**src/skat_pkg.sv**
```systemverilog
`default_nettype none

package skat_pkg;

    localparam int MAX_ENTRIES = 64;
    localparam int NAME_LEN    = 64;

    localparam int SLOT_W      = $clog2(MAX_ENTRIES);
    localparam int CNT_W       = $clog2(MAX_ENTRIES + 1);
    localparam int BYTE_W      = $clog2(NAME_LEN);
    localparam int LEN_W       = $clog2(NAME_LEN + 2);
    localparam int NAMES_DEPTH = MAX_ENTRIES * NAME_LEN;
    localparam int NADDR_W     = $clog2(NAMES_DEPTH);

    localparam int CHAR_W      = 8;
    localparam int NUM_W       = 50;
    localparam int IDX_W       = 6;

    typedef enum logic [1:0] {
        CMD_ADD    = 2'd0,
        CMD_LOOKUP = 2'd1,
        CMD_CLEAR  = 2'd2,
        CMD_NONE   = 2'd3
    } cmd_t;

    typedef enum logic [2:0] {
        ST_ADDED   = 3'd0,
        ST_FOUND   = 3'd1,
        ST_MISS    = 3'd2,
        ST_FULL    = 3'd3,
        ST_LONG    = 3'd4,
        ST_CLEARED = 3'd5
    } status_t;

    typedef struct packed {
        cmd_t              cmd;
        logic [CHAR_W-1:0] name_char;
        logic              name_last;
        logic [NUM_W-1:0]  phone_number;
    } in_item_t;

    typedef struct packed {
        status_t           status;
        logic [NUM_W-1:0]  found_number;
        logic [IDX_W-1:0]  entry_index;
    } out_item_t;

    typedef enum logic [2:0] {
        SCAN_IDLE,
        SCAN_SLOT,
        SCAN_LEN,
        SCAN_BYTE,
        SCAN_NUM
    } scan_state_t;

    typedef struct packed {
        logic             start;
        logic [LEN_W-1:0] key_len;
        logic [CNT_W-1:0] count;
    } scan_cmd_t;

    typedef struct packed {
        logic [SLOT_W-1:0]  slot_addr;
        logic [BYTE_W-1:0]  key_addr;
        logic [NADDR_W-1:0] name_addr;
    } scan_addr_t;

    typedef struct packed {
        logic              done;
        logic              hit;
        logic [SLOT_W-1:0] slot;
    } scan_res_t;

    // row base of a slot plus the byte offset within the row
    function automatic logic [NADDR_W-1:0] name_addr_f(
        input logic [SLOT_W-1:0] slot,
        input logic [BYTE_W-1:0] offs
    );
        logic [NADDR_W-1:0] base;
        base = NADDR_W'(NADDR_W'(slot) * NADDR_W'(NAME_LEN));
        return base + NADDR_W'(offs);
    endfunction

endpackage

`default_nettype wire

```
**src/skat_scan.sv**
```systemverilog
`default_nettype none

module skat_scan (
    input  wire logic                          aclk,
    input  wire logic                          aresetn,
    input  wire skat_pkg::scan_cmd_t           cmd,
    input  wire logic [skat_pkg::LEN_W-1:0]    len_rd_data,
    input  wire logic [skat_pkg::CHAR_W-1:0]   key_rd_data,
    input  wire logic [skat_pkg::CHAR_W-1:0]   name_rd_data,
    output skat_pkg::scan_addr_t               rd_addr,
    output skat_pkg::scan_res_t                res,
    output logic                               busy
);

    localparam int LEN_W  = skat_pkg::LEN_W;
    localparam int CNT_W  = skat_pkg::CNT_W;
    localparam int BYTE_W = skat_pkg::BYTE_W;
    localparam int SLOT_W = skat_pkg::SLOT_W;

    skat_pkg::scan_state_t state_reg, state_next;
    logic [CNT_W-1:0]  slot_reg, slot_next;
    logic [CNT_W-1:0]  cnt_reg, cnt_next;
    logic [BYTE_W-1:0] byte_reg, byte_next;
    logic [LEN_W-1:0]  klen_reg, klen_next;

    logic slot_end;
    logic len_eq;
    logic byte_eq;
    logic byte_last;

    assign slot_end  = (slot_reg == cnt_reg);
    assign len_eq    = (len_rd_data == klen_reg);
    assign byte_eq   = (key_rd_data == name_rd_data);
    assign byte_last = ((LEN_W'(byte_reg) + LEN_W'(1)) == klen_reg);

    always_ff @(posedge aclk) begin
        if (!aresetn) begin
            state_reg <= skat_pkg::SCAN_IDLE;
        end else begin
            state_reg <= state_next;
        end
        slot_reg <= slot_next;
        cnt_reg  <= cnt_next;
        byte_reg <= byte_next;
        klen_reg <= klen_next;
    end

    always_comb begin
        state_next = state_reg;
        unique case (state_reg)
            skat_pkg::SCAN_IDLE: begin
                if (cmd.start) begin
                    state_next = skat_pkg::SCAN_SLOT;
                end
            end
            skat_pkg::SCAN_SLOT: begin
                state_next = slot_end ? skat_pkg::SCAN_IDLE : skat_pkg::SCAN_LEN;
            end
            skat_pkg::SCAN_LEN: begin
                state_next = len_eq ? skat_pkg::SCAN_BYTE : skat_pkg::SCAN_SLOT;
            end
            skat_pkg::SCAN_BYTE: begin
                if (!byte_eq) begin
                    state_next = skat_pkg::SCAN_SLOT;
                end else if (byte_last) begin
                    state_next = skat_pkg::SCAN_NUM;
                end
            end
            skat_pkg::SCAN_NUM: begin
                state_next = skat_pkg::SCAN_IDLE;
            end
            default: begin
                state_next = skat_pkg::SCAN_IDLE;
            end
        endcase
    end

    // slot and byte indices also steer the read addresses: the next-state values address the registered reads
    always_comb begin
        slot_next = slot_reg;
        cnt_next  = cnt_reg;
        byte_next = byte_reg;
        klen_next = klen_reg;
        res       = '0;
        unique case (state_reg)
            skat_pkg::SCAN_IDLE: begin
                if (cmd.start) begin
                    slot_next = '0;
                    cnt_next  = cmd.count;
                    klen_next = cmd.key_len;
                end
            end
            skat_pkg::SCAN_SLOT: begin
                if (slot_end) begin
                    res.done = 1'b1;
                end
            end
            skat_pkg::SCAN_LEN: begin
                if (len_eq) begin
                    byte_next = '0;
                end else begin
                    slot_next = slot_reg + CNT_W'(1);
                end
            end
            skat_pkg::SCAN_BYTE: begin
                if (!byte_eq) begin
                    slot_next = slot_reg + CNT_W'(1);
                end else if (!byte_last) begin
                    byte_next = byte_reg + BYTE_W'(1);
                end
            end
            skat_pkg::SCAN_NUM: begin
                res.done = 1'b1;
                res.hit  = 1'b1;
                res.slot = slot_reg[SLOT_W-1:0];
            end
            default: begin
            end
        endcase
    end

    assign rd_addr.slot_addr = slot_next[SLOT_W-1:0];
    assign rd_addr.key_addr  = byte_next;
    assign rd_addr.name_addr = skat_pkg::name_addr_f(slot_next[SLOT_W-1:0], byte_next);
    assign busy = (state_reg != skat_pkg::SCAN_IDLE);

`ifndef SYNTH
    a_start_idle: assert property (@(posedge aclk) disable iff (!aresetn)
        cmd.start |-> (state_reg == skat_pkg::SCAN_IDLE))
        else $error("scan started while busy");

    a_done_idle: assert property (@(posedge aclk) disable iff (!aresetn)
        res.done |=> (state_reg == skat_pkg::SCAN_IDLE))
        else $error("scan did not return to idle after done");

    a_hit_in_table: assert property (@(posedge aclk) disable iff (!aresetn)
        (state_reg == skat_pkg::SCAN_NUM) |-> (slot_reg < cnt_reg))
        else $error("match reported beyond the filled slots");

    a_byte_in_key: assert property (@(posedge aclk) disable iff (!aresetn)
        (state_reg == skat_pkg::SCAN_BYTE) |-> (LEN_W'(byte_reg) < klen_reg))
        else $error("byte compare beyond key length");
`endif

endmodule

`default_nettype wire

```
**config.mk**
```make
export PLATFORM = sky130hd
export DESIGN_NAME = skat_scan
export DESIGN_NICKNAME = d
export VERILOG_FILES = /design/src/skat_pkg.sv /design/src/skat_scan.sv
export SDC_FILE = /design/constraint.sdc
export NUM_CORES = 1
export LEC_CHECK = 0
export BUFFER_PORTS_ARGS = -buffer_cell sky130_fd_sc_hd__buf_2
export CAP_MARGIN = 20
export CELL_PAD_IN_SITES_DETAIL_PLACEMENT = 0
export CELL_PAD_IN_SITES_GLOBAL_PLACEMENT = 1
export CORE_MARGIN = 2
export CORE_UTILIZATION = 36
export DETAILED_ROUTE_END_ITERATION = 12
export PLACE_DENSITY_LB_ADDON = 0.1
export SKIP_CTS_REPAIR_TIMING = 1
export SYNTH_ARGS = -nofsm -noshare
export SYNTH_HDL_FRONTEND = slang
export SYNTH_SLANG_ARGS = --single-unit
export TNS_END_PERCENT = 20
```
**constraint.sdc**
```tcl
create_clock -name aclk -period 3 [get_ports aclk]
set_input_delay 0.6 -clock aclk [delete_from_list [all_inputs] [get_ports aclk]]
set_output_delay 0.6 -clock aclk [all_outputs]
set_load 0.05 [all_outputs]
```
Word-level counts from Yosys, hierarchy flattened
Index checks and enable logic that the tools add are counted.

Bits in registers: 30. Bits of input ports: 40. Logic and storage cells: 45.

Add/sub/neg operators: 4. Eq/ne operators: 12. Mux-type cells: 17. Reduce and logical (&&, ||, !) cells: 6.

Operators with widths (count): 7-bit 2-to-1 mux (4); 7-bit == test (3); 7-bit one-hot mux with 3 select lines (1); 6-bit 2-to-1 mux (3); 12-bit by 6-bit adder with 12-bit output (1); 3-bit one-hot mux with 4 select lines (1); 6-bit one-hot mux with 2 select lines (1); 3-bit 2-to-1 mux (3); 8-bit == test (1); 6-bit by 1-bit adder with 7-bit output, second input constant (1); 7-bit by 1-bit adder with 7-bit output, second input constant (1); 6-bit by 1-bit adder with 6-bit output, second input constant (1); 3-bit by 2-bit == test with 1-bit output, second input constant (2); 2-bit inequality test, second input constant (3); 3-bit nonzero test (2); 2-bit 2-to-1 mux (2); 2-bit AND reduction (2); 4-bit AND reduction (1); 3-bit by 1-bit == test with 1-bit output, second input constant (1); 3-bit == test, second input constant (1); 3-bit logical NOT (1); 3-bit inequality test, second input constant (1); 1-bit one-hot mux with 2 select lines (1); 1-bit 2-to-1 mux (1).

Depth between registers and ports, before layout
Word-level depth: 6. Mapped depth: 7. Gate-level depth less buffers: 6.

Worst setup path before layout
OpenSTA, ideal clock, no wires.

Path type: reg-to-output. Start: register byte_reg[0]. End: output rd_addr[12] in the netlist's numbering. Data arrival time: 3.001 ns. Data required time: 2.400 ns. Setup slack: -0.601 ns. Cell stages (with the launch flop): 8. Buffers on the path: 1. Cells stage by stage: dfxtp_1 ha_1 and3_4 or3b_4 a222oi_1 a32oi_1 mux2i_1 buf_4.

RTL lines: start: declaration (RTL line skat_scan.sv:23) `logic [BYTE_W-1:0] byte_reg, byte_next;`; start signal: assignment (RTL line skat_scan.sv:44) `byte_reg <= byte_next;`; end: declaration (RTL line skat_scan.sv:10) `output skat_pkg::scan_addr_t rd_addr,`.

==> results.cfg <==
[timing]
fin_hold_ws_ps = 492
tightestPinTransition_ps = 602
finalSetupTns_ps = -1450
fin_crit_ps = 3150
fin_crit_sh_pct = 105
setup_ws_ps = -146
drv_slew = 0
rsz0062_at_grt = yes
slew_headroom_pct = 59.6
fmax_mhz = 318
finalSetupViolCount = 12
hold_viol = 0
skew_ps = 3.49

[die]
die_h_um = 76.1
core_area_sq_um = 5070
row_count = 26
ioPinCount = 73
fp.dieW_um = 76.1
die-area_sq_um = 5800
start_util_pct = 36.9

[place]
place_hpwl_um = 3530
placed_cells = 327
routabilityCongestion = 0.777
portBuffers = 72
pre_cts_ws_ps = -16.0

[grt]
grt_pass1_wl_um = 7490
grt_start_max_net_pins = 15
grt-ovfl-total = 0
grt_pass1_vias = 1528
grt_usage_pct = 16.0
antenna_found_initial = 0

[routing]
firstDrtPassIters = 4
wl_per_cell_um = 13.5
drt-total-wl_um = 4600
vias = 1647
via_per_inst = 4.84
first_iter_violations = 84
drc = 0
wl_met1_um = 2260
highest_layer = met4
ant_nets = 0
route.met2.wl_um = 2000
wl_met3_um = 312

[final_layout]
nets = 311
area_growth_syn_to_layout_pct = 39.3
ff_latch_area_sq_um = 758
insertedDiodeCount = 0
fillCellCount = 485
drive_above_1_share_pct = 42.6
final_util_pct = 51.4
stdcell_count = 340
multi_input_area_sq_um = 1060

[logic_synthesis]
synth.distinct_cells = 46
synthTopCellsByArea = edfxtp_1 24%, dfxtp_1 16%, xor2_1 8.9%
synthCells = 192
seq_area_frac_synth_pct = 40.1
synth_edf_count = 15
post-synth-top-count-cell = xor2_1
synthFlopType = edfxtp_1
synth_top_area_cell = edfxtp_1
synth.avg_cell_area_sq_um = 9.76
synth_nets = 234
synthTopCellsByCount = 19 x xor2_1, 18 x buf_4, 15 x dfxtp_1, 15 x edfxtp_1
synth_top_area_share_pct = 24.0
yosys_warnings = 0
synth-seq-cells = 30
synth_area_sq_um = 1870
synth-async-reset-ratio_pct = 0

[clock_network]
clk_path_buf_depth = 2
ctsRootBufferMaster = clkbuf_8
cts-buffers-inserted = 5
clock_sinks = 30
cts_max_level = 2
cts_tree = yes
clk_pin_slew_ps = 70
insertion_delay_ps = 280

[power]
ir_drop_v = 0.000225
switching_share_pct = 31.8
p_int_mw = 0.758
power.density_nw_per_um2 = 426
switchingPower_mw = 0.354
clkPwrFrac_pct = 30.6
power_leakage_nw = 1.14
p_comb_share_pct = 25.9
seqPwrFrac_pct = 43.6

[outcome]
violations = negative setup slack
status = finished, violations left

[worst_setup_path]
critPathMaxFanout = 3
worstSetupEndpointType = output pin
critPathKind = flip-flop to output pin
crit_arrival_ps = 2550
rrSetupSlack_ps = 780
worst_setup_path_start_kind = flip-flop
worstReg2RegStart = byte_reg[0]
worstSetupStartpoint = byte_reg[0]
cp.required_ps = 2400

[flow_run]
cap_viol_max_count = 0

[worst_hold_path]
hp-start = cmd[5]
hp-class = input pin to flip-flop
kinds of logic after synthesis:
family / count (synthesis) / synth area share [%]
simple gates: 63 / 20.1
compound gates: 32 / 12.2
xor+xnor: 31 / 14.5
buf+inv: 30 / 9.69
flops: 30 / 40.1
mux: 4 / 2.14
fa+ha+maj: 2 / 1.34
per-stage QoR:
stage	cell area, sq um	power (mW)
3_3_place_gp	2400	0.763
6_report	2610	1.11
2_1_floorplan	2020	0.694
5_1_grt	2610	1.18
4_1_cts	2490	1.11
3_5_place_dp	2400	0.763
layer usage:
layer	vias to the layer above	global-route usage [%]
met3	2	4.27
met4	0	4.36
met1	748	23.9
li1	837	-
met5	-	0
met2	60	22.5
area by class of cell:
| class | count | area share (%) |
|---|---|---|
| sequential | 30 | 29.1 |
| clock buffer | 6 | 3.16 |
| multi-input combinational | 132 | 40.8 |
| clock inverter | 2 | 0.479 |
| inverter | 11 | 1.58 |
| timing repair buffer | 89 | 21.6 |
| tap | 70 | 3.36 |
critical path, cell delays in order, from the launching register on:
cell,delay [ps]
dfxtp_4,360
ha_4,130
and3_4,180
or3b_4,390
buf_4,150
a222oi_1,510
a221o_1,290
o21ai_4,80
buf_6,170
placed cells by master, fill, tap and decap left out, drive strengths merged, types with 3 or more instances in the layout:
master,count
o21ai,8
nor3,5
inv,11
nand2,12
edfxtp,15
a21oi,3
clkbuf,11
a31oi,3
xnor2,12
nand4,5
nor4,3
dfxtp,15
nor2,6
and3,3
a221o,3
a2111oi,3
o22ai,3
buf,84
mux2i,4
and2,6
xor2,19
nand3,8
power groups by stage:
stage	Sequential (mW)	Combinational [mW]	Clock, mW
final	0.484	0.287	0.340
after floorplan	0.491	0.203	0
after CTS	0.486	0.270	0.356
after global routing	0.488	0.311	0.376
after detailed placement	0.495	0.268	0
after global placement	0.494	0.268	0
path summary, 6_finish.rpt:
kind	endpoint	cells past startpoint
min reg2reg	slot_reg[1]	2
max reg2reg	byte_reg[5]	7
min	cnt_reg[5]	1
max	rd_addr[5]	8
Note: power is estimated with default switching activity, not from simulation.
