## src/skat_ram.sv

```systemverilog
`default_nettype none

module skat_ram #(
    parameter int WIDTH = 8,
    parameter int DEPTH = 64,
    localparam int ADDR_W = $clog2(DEPTH)
) (
    input  wire logic              aclk,
    input  wire logic              wr_en,
    input  wire logic [ADDR_W-1:0] wr_addr,
    input  wire logic [WIDTH-1:0]  wr_data,
    input  wire logic [ADDR_W-1:0] rd_addr,
    output logic      [WIDTH-1:0]  rd_data
);

    logic [WIDTH-1:0] mem_reg [DEPTH];
    logic [WIDTH-1:0] rd_data_reg;

    always_ff @(posedge aclk) begin
        if (wr_en) begin
            mem_reg[wr_addr] <= wr_data;
        end
        rd_data_reg <= mem_reg[rd_addr];
    end

    assign rd_data = rd_data_reg;

endmodule

`default_nettype wire

```

## config.mk

```make
export PLATFORM = sky130hd
export DESIGN_NAME = skat_ram
export DESIGN_NICKNAME = d
export VERILOG_FILES = /design/src/skat_ram.sv
export SDC_FILE = /design/constraint.sdc
export NUM_CORES = 1
export LEC_CHECK = 0
export BUFFER_PORTS_ARGS = -buffer_cell sky130_fd_sc_hd__buf_2
export CAP_MARGIN = 20
export CORE_MARGIN = 2
export CORE_UTILIZATION = 50
export CTS_BUF_LIST = sky130_fd_sc_hd__clkbuf_8
export DETAILED_ROUTE_END_ITERATION = 10
export MAX_ROUTING_LAYER = met4
export PLACE_DENSITY = 0.67
export SYNTH_ARGS = -nofsm -noshare
export SYNTH_HDL_FRONTEND = slang
export SYNTH_SLANG_ARGS = --single-unit
```

## constraint.sdc

```tcl
create_clock -name aclk -period 1.73 [get_ports aclk]
set_input_delay 0.173 -clock aclk [delete_from_list [all_inputs] [get_ports aclk]]
set_output_delay 0.173 -clock aclk [all_outputs]
set_load 0.1 [all_outputs]
```

== Word level (Yosys, flattened, before mapping) ==
Memories as Yosys holds them, arrays and structs flattened. A register that Yosys moved wholly into a read port is not among the register bits.
Index checks and enable logic that the tools add are counted.

* Bits in registers: 0
* Bits in latches: 0
* RAM bits: 512
* ROM bits: 0
* Memories: 1

* Add/sub/neg operators: 0
* Multipliers: 0
* Div/mod/pow operators: 0
* Magnitude comparators: 0
* Eq/ne operators: 0
* Shift operators: 0
* Muxes and demuxes: 2
* Bitwise logic cells: 0
* Reductions and logical operators: 0

{| class="wikitable"
|+ Memories
! memory !! depth !! width !! rd ports !! clocked after memory_dff !! write ports !! line !! source
|-
| mem_reg || 64 || 8 || 1 || 1 || 1 || 16 || <nowiki>logic [WIDTH-1:0] mem_reg [DEPTH];</nowiki>
|}

{| class="wikitable"
|+ Operator list
! cell !! number
|-
| two-way mux 1 bit || 2
|}

== Longest topological paths before layout ==
Gate-level depths: netlist of the first run.

* Word-level depth: 2
* Mapped depth: 9

== Least setup slack after synthesis of the first run ==
No wires, ideal clock.

* Path type: in2reg
* From: in rd_addr[1]
* To: reg rd_data_reg[3] (netlist: rd_data[3]) (read register of mem_reg)
* Arrival time: 1713 ps
* Required time: 1602 ps
* Slack: -111 ps
* Stages: 7
* Path buffers: 3
* Cells stage by stage: buf_4 buf_2 buf_2 mux4_2 mux4_2 o21ai_1 o41ai_1

{| class="wikitable"
|+ RTL lines
! item !! line !! source
|-
| from (decl) || 12 || <nowiki>input wire logic [ADDR_W-1:0] rd_addr,</nowiki>
|-
| to (decl) || 17 || <nowiki>logic [WIDTH-1:0] rd_data_reg;</nowiki>
|}

==> run summary, run 1 <==
Cells along the critical path -> mux4_2 > mux2_4 > o221a_4 > nor3_2 > buf_4 > o32ai_2
WP data required -> 2.21 ns
CP Class -> flip-flop to flip-flop
Area grow syn2layout -> 18.2%
Hold depth -> 1
CTS H-tree lvls -> 3
CTS tree -> done
Post-placement cell count -> 1,616
TritonCTS Buffers -> 82
Final Non-Filler Cells -> 1,770
Final #Nets -> 1,203
Critical path fanouts, max -> 1
Reg2reg path depth -> 6
IO Port Bufs -> 29
Leak -> 7.94 nW
FF/Latch Area -> 15,500 µm²
Vias per inst -> 5.83
WHS Endpoint -> mem_reg[60][1]$_DFFE_PP_
DRT iter0 DRCs -> 1,024
Syn Std Cell Area -> 20,200 µm²
Final setup violation count -> 5
Starting Density -> 0.508
CTS max path bufs -> 3
Clock skew -> 0.0341 ns
Synth top cells by count -> edfxtp_1, mux4_2, nor2_1
Top cells by area, synth -> edfxtp_1, mux4_2, nor2_1
Worst VDD drop -> 0.507 mV
Max-slew violations -> 0
Period utilization -> 1.12
Run status -> finished, violations left
Max reg flops -> 512
Pre-Repair DR Iteration Count -> 5
Fmax -> 0.517 GHz
Seq/Total Area, Yosys -> 0.770
Number of enable flip-flop cells after synthesis -> 512
Final Hold Fails -> 0
Die X-Extent -> 205 µm
Share of cells above drive strength 1 -> 0.368
Syn avg cell area -> 21.5 µm²
Placer congestion estimate -> 0.843
Slowest stage delay, CP -> 0.48 ns
#FFs+latches synth -> 520
Min cycle time layout -> 1.93 ns
CTS root buf -> clkbuf_8
Pwr dens -> 1060 nW/µm²
I/O pins -> 30
Crit path DAT -> 2.41 ns
Buf+Inv Stages, Crit Path -> 1
Mapped Nets -> 962
Kind of start point of the critical path -> flip-flop
CP top delay family -> multiplexers
Worst min-delay path class -> input port to flip-flop
First-pass GRT wire length -> 68,500 µm
Worst Hold Launch -> wr_data[1]
Placed wire-length estimate -> 29,100 µm
Post-Synthesis Cells -> 940
Remaining Overflow, GRT -> 0
FP Rows -> 73
Initial antenna violation count -> 1
Clk pin slew, worst setup/hold paths -> 0.06 ns
Yosys cell types -> 40
RSZ-0062 raised after global routing -> true
CTS sink cnt -> 520
Post-synth top flop -> edfxtp_1
Die Area -> 42,000 µm²
DRC viols -> 0
Slew HR -> 0.508
Max cap viols -> 0
GRT Total Usage -> 0.235
Fill count -> 2,867
Worst-Margin Slew -> 0.738 ns
Routed len/inst -> 25.9 µm
FF-to-FF End -> rd_data[4]$_DFF_P_
Internal reg-to-reg setup slack -> -0.20 ns
Ys Warns -> 0
Core Region -> 39,700 µm²
Post-synth top area share -> 0.762
Via count -> 10,316
Die Span Y -> 205 µm
Detailed Route WL -> 45,900 µm
Routed Antenna Nets -> 0
Multi-input logic area -> 4450 µm²
Vias in the first global route -> 10,708
Post-synth top area cell -> edfxtp_1
Most frequent cell after synthesis -> edfxtp_1
Worst-Skew Late Latency -> 0.63 ns
Largest net degree at the start of global routing -> 65
Pre-CTS setup slack -> -0.614 ns
Reg-to-Reg Start -> mem_reg[28][4]$_DFFE_PP_
Violated checks -> negative setup slack
CP max stage cell -> mux4_2
Crit. End Element -> flip-flop
Post-CTS Setup Bufs -> 0
Final WS setup -> -0.204 ns
Ys async rst share -> 0
-- per-stage QoR --
| step | TNS (ns) | util | hold slack (ns) | area, µm² | power (W) |
|---|---|---|---|---|---|
| floorplan | 0 | - | 0.272 | 20200 | 0.0152 |
| global placement | -3.79 | 0.556 | 0.629 | 22100 | 0.0159 |
| detailed placement | -3.87 | 0.557 | 0.622 | 22100 | 0.0159 |
| CTS | -0.542 | 0.598 | 0.0204 | 23700 | 0.0254 |
| global route | -0.820 | 0.600 | 0.0459 | 23800 | 0.0260 |
| finish | -0.395 | 0.600 | 0.0616 | 23800 | 0.0252 |
-- metal layers --
metal,share of wire,wire [µm],track usage,vias to the layer above
met2,0.48,21900,0.354,419
met4,0.034,1550,0.0960,0
met3,0.067,3060,0.0391,79
met5,0,0,-,-
li1,-,-,-,4432
met1,0.42,19400,0.324,5386
-- worst max path at each step --
stage | start | to | slack, ns | cells after the start
after floorplan | rd_addr[0] | rd_data[0]$_DFF_P_ | 0.007 | 7
after global placement | rd_addr[0] | rd_data[7]$_DFF_P_ | -0.67 | 7
after detailed placement | rd_addr[0] | rd_data[7]$_DFF_P_ | -0.61 | 7
after CTS | mem_reg[28][4]$_DFFE_PP_ | rd_data[4]$_DFF_P_ | -0.28 | 6
after global routing | mem_reg[28][4]$_DFFE_PP_ | rd_data[4]$_DFF_P_ | -0.24 | 6
final | mem_reg[28][4]$_DFFE_PP_ | rd_data[4]$_DFF_P_ | -0.20 | 6
-- cell type report --
type / instances / share of cell area
flip-flops and latches: 520 / 0.652
repair buffers: 208 / 0.0715
clock inverters: 60 / 0.0124
diodes: 1 / 0.000105
clock buffers: 87 / 0.0502
well taps: 525 / 0.0276
multi-input cells: 369 / 0.187
-- worst reg2reg max path, delay by kind of cell (launching register included) --
kind	cells	cell delay, ns
multiplexers	2	0.76
flip-flops	1	0.39
AO/OA/AOI/OAI	2	0.36
buffers and inverters	1	0.17
AND/OR/NAND/NOR	1	0.10
-- timing repair --
item / CTS / global route
hold buffers: 3 / 1
endpoints found under the setup margin: 10 / 8
endpoints found under the hold margin: 4 / 7
pin swaps: 9 / 4
resized for setup: 21 / 9
-- kinds of logic (layout without fill, tap and decap cells) --
logic type | Yosys count | count (layout) | share of synthesized area
and+or+nand+nor | 153 | 153 | 0.0339
DFF | 520 | 520 | 0.770
buffers and inverters | 51 | 355 | 0.0157
AOI/OAI and AO/OA | 54 | 54 | 0.0207
other | 0 | 1 | 0
muxes | 162 | 162 | 0.159
-- power by group --
part           switching [W]  internal (W)  total, W
registers          0.0000498        0.0139    0.0140
logic                0.00104      0.000677   0.00171
clock network        0.00457       0.00493   0.00950
-- cells in the final DEF (no fill, tap or decap), types with 4 or more instances in the layout --
cell type      count
dfxtp_1            8
mux4_2           126
buf_12            15
mux2_2             9
edfxtp_1         512
nand2b_1           7
nand2_1           19
nand3_1           13
a211oi_1           4
nor3_1             5
dlygate4sd3_1      4
o22ai_1            8
buf_4            164
mux2i_1           23
clkinv_2           7
clkbuf_8          88
clkinv_1          26
o221ai_1           8
mux2_4             4
buf_2             24
nor2b_1           12
nor2_1            81
inv_1             23
No activity file was read; power rests on OpenSTA's default activity.
==> run 2: changes to the inputs <==
--- a/config.mk
+++ b/config.mk
@@ -11,6 +11,7 @@
 export CORE_UTILIZATION = 50
 export CTS_BUF_LIST = sky130_fd_sc_hd__clkbuf_8
 export DETAILED_ROUTE_END_ITERATION = 10
+export GPL_TIMING_DRIVEN = 0
 export MAX_ROUTING_LAYER = met4
 export PLACE_DENSITY = 0.67
 export SYNTH_ARGS = -nofsm -noshare
==> run 2 against run 1 <==
Against the previous run: the flow still finishes with violations (negative setup slack); die area stayed put; sequential power hardly changed; count of clock-buffer cells in the layout is 1 lower; first-iteration DRC count is 19% higher; via count is 1.5% lower; non-clock buffer count is 119 lower; critical path depth is 1 lower; clock power is 3.5% higher; combinational power hardly changed; cell area is 3.3% lower; critical path type unchanged; critical endpoint is now rd_data[2]$_DFF_P_; largest power group unchanged; highest routed layer unchanged.
==> run summary, run 2 (synthesis results as in run 1) <==
Max-slew violations -> 0 (unchanged)
Clock skew -> 0.0337 ns (was 0.0341 ns)
Crit path DAT -> 2.41 ns (about the same)
Worst VDD drop -> 0.420 mV (was 0.507 mV)
Vias in the first global route -> 10,221 (was 10,708)
Fmax -> 0.517 GHz (about the same)
Vias per inst -> 6.15 (was 5.83)
Routed Antenna Nets -> 0 (unchanged)
Die X-Extent -> 205 µm (unchanged)
Leak -> 7.26 nW (was 7.94 nW)
Worst-Margin Slew -> 0.963 ns (was 0.738 ns)
Violated checks -> negative setup slack (unchanged)
Crit. End Element -> flip-flop (unchanged)
Slew HR -> 0.356 (was 0.508)
Setup TNS -> -5.17 ns (was -0.395 ns)
Pre-CTS setup slack -> -1.38 ns (was -0.614 ns)
FP Rows -> 73 (unchanged)
Combinational power share -> 0.067 (was 0.068)
Period utilization -> 1.12 (about the same)
Clk pin slew, worst setup/hold paths -> 0.06 ns (about the same)
Final hold slack -> 0.0905 ns (was 0.0616 ns)
Starting Density -> 0.508 (unchanged)
IO Port Bufs -> 21 (was 29)
Core Region -> 39,700 µm² (unchanged)
CTS root buf -> clkbuf_8 (unchanged)
Switch share -> 0.228 (was 0.224)
WP data required -> 2.21 ns (about the same)
Placer congestion estimate -> 0.953 (was 0.843)
Die Area -> 42,000 µm² (unchanged)
CTS tree -> done (unchanged)
Kind of start point of the critical path -> flip-flop (unchanged)
Clk pwr share -> 0.386 (was 0.377)
RSZ-0062 raised after global routing -> true (unchanged)
DRT iter0 DRCs -> 1,220 (was 1,024)
Flop pwr share -> 0.548 (was 0.555)
Pre-Repair DR Iteration Count -> 5 (unchanged)
Routed len/inst -> 29.3 µm (was 25.9 µm)
Commonest non-fill, non-tap cell in the layout -> edfxtp_1 (unchanged)
Min cycle time layout -> 1.94 ns (was 1.93 ns)
CP Class -> flip-flop to flip-flop (unchanged)
CTS sink cnt -> 520 (unchanged)
Internal Pwr Total -> 0.0197 W (was 0.0196 W)
Worst-Skew Late Latency -> 0.62 ns (was 0.63 ns)
CTS max path bufs -> 3 (unchanged)
Placed wire-length estimate -> 30,100 µm (was 29,100 µm)
Remaining Overflow, GRT -> 0 (unchanged)
Max reg flops -> 512 (unchanged)
Final #Nets -> 1,082 (was 1,203)
I/O pins -> 30 (unchanged)
First-pass GRT wire length -> 69,800 µm (was 68,500 µm)
TritonCTS Buffers -> 80 (was 82)
Initial antenna violation count -> 1 (unchanged)
Largest net degree at the start of global routing -> 65 (unchanged)
CTS H-tree lvls -> 3 (unchanged)
Max cap viols -> 0 (unchanged)
Die Span Y -> 205 µm (unchanged)
Share of cells above drive strength 1 -> 0.333 (was 0.368)
Final setup violation count -> 81 (was 5)
Worst min-delay path class -> input port to flip-flop (unchanged)
Power Total -> 0.0255 W (was 0.0252 W)
Critical path fanouts, max -> 1 (unchanged)
Post-CTS Setup Bufs -> 0 (unchanged)
Final Util -> 0.580 (was 0.600)
Final Hold Fails -> 0 (unchanged)
Via count -> 10,157 (was 10,316)
Final WS setup -> -0.206 ns (was -0.204 ns)
Detailed Route WL -> 48,400 µm (was 45,900 µm)
DRC viols -> 0 (unchanged)
Sw Pwr -> 0.00581 W (was 0.00565 W)
Pwr dens -> 1110 nW/µm² (was 1060 nW/µm²)
Commonest cells after routing, fill and taps aside -> edfxtp_1, mux4_2, clkbuf_8, nor2_2, nor2_1 (was edfxtp_1, buf_4, mux4_2, clkbuf_8, nor2_1)
Run status -> finished, violations left (unchanged)
GRT Total Usage -> 0.246 (was 0.235)
Area grow syn2layout -> 14.4% (was 18.2%)
run 2: cell types whose count changed in the layout (fill, tap and decap cells not counted), moves of 4 or more:
cell      delta
buf_12       -4
buf_4      -147
buf_6        +5
clkbuf_1    +14
clkinv_1     -4
inv_1        +5
mux2_2       +4
mux2_4       -4
nor2_1      -49
nor2_2      +43
nor2_4       +6
run 2: power groups by stage:
stage,combinational (W),clock (W),sequential [W]
final,0.00170,0.00983,0.0140
after global routing,0.00178,0.0105,0.0140
after CTS,0.00162,0.00996,0.0140
after detailed placement,0.00156,0,0.0142
after global placement,0.00153,0,0.0142
after floorplan,0.000753,0,0.0144
run 2: layout make-up:
class                           instances  area (µm²)
Tap cell                              525         657
Antenna cell                            1        2.50
Timing Repair Buffer                   38         350
Buffer                                 51         372
Sequential cell                       520       15500
Fill cell                            2938       16700
Multi-Input combinational cell        369        4620
Clock inverter                         61         348
Clock buffer                           86        1180
run 2: timing repair:
item	CTS	global route
pin swaps	2	1
gates resized for setup	42	53
endpoints found under the setup margin	74	272
cloned	0	0
hold endpoints to repair	2	65
hold buffers	1	6
run 2: worst paths after layout:
path,from,to,slack [ns],depth (start not counted)
max,mem_reg[11][2]$_DFFE_PP_,rd_data[2]$_DFF_P_,-0.21,5
min,wr_data[0],mem_reg[2][0]$_DFFE_PP_,0.09,1
max reg2reg,mem_reg[11][2]$_DFFE_PP_,rd_data[2]$_DFF_P_,-0.21,5
min reg2reg,mem_reg[3][7]$_DFFE_PP_,rd_data[7]$_DFF_P_,0.91,4
run 2: worst max-delay path: stages, from the launching register on:
cell and delay [ns]:
edfxtp_1 0.37, mux4_2 0.52, mux4_2 0.55, nor2_1 0.13, nor3_1 0.07, o2bb2ai_2 0.17
run 2: layer usage:
layer	global-route usage	up-vias	share of wire
met1	0.339	5388	0.41
met4	0.0914	0	0.031
li1	-	4185	-
met2	0.364	490	0.47
met3	0.0547	94	0.084
met5	-	-	0
run 2: through the flow:
stage                     cells  instance area [µm²]
after floorplan             940                20200
after global placement     1486                21000
after detailed placement   1489                21000
after CTS                  1637                22700
after global routing       1651                23100
final                      1651                23100
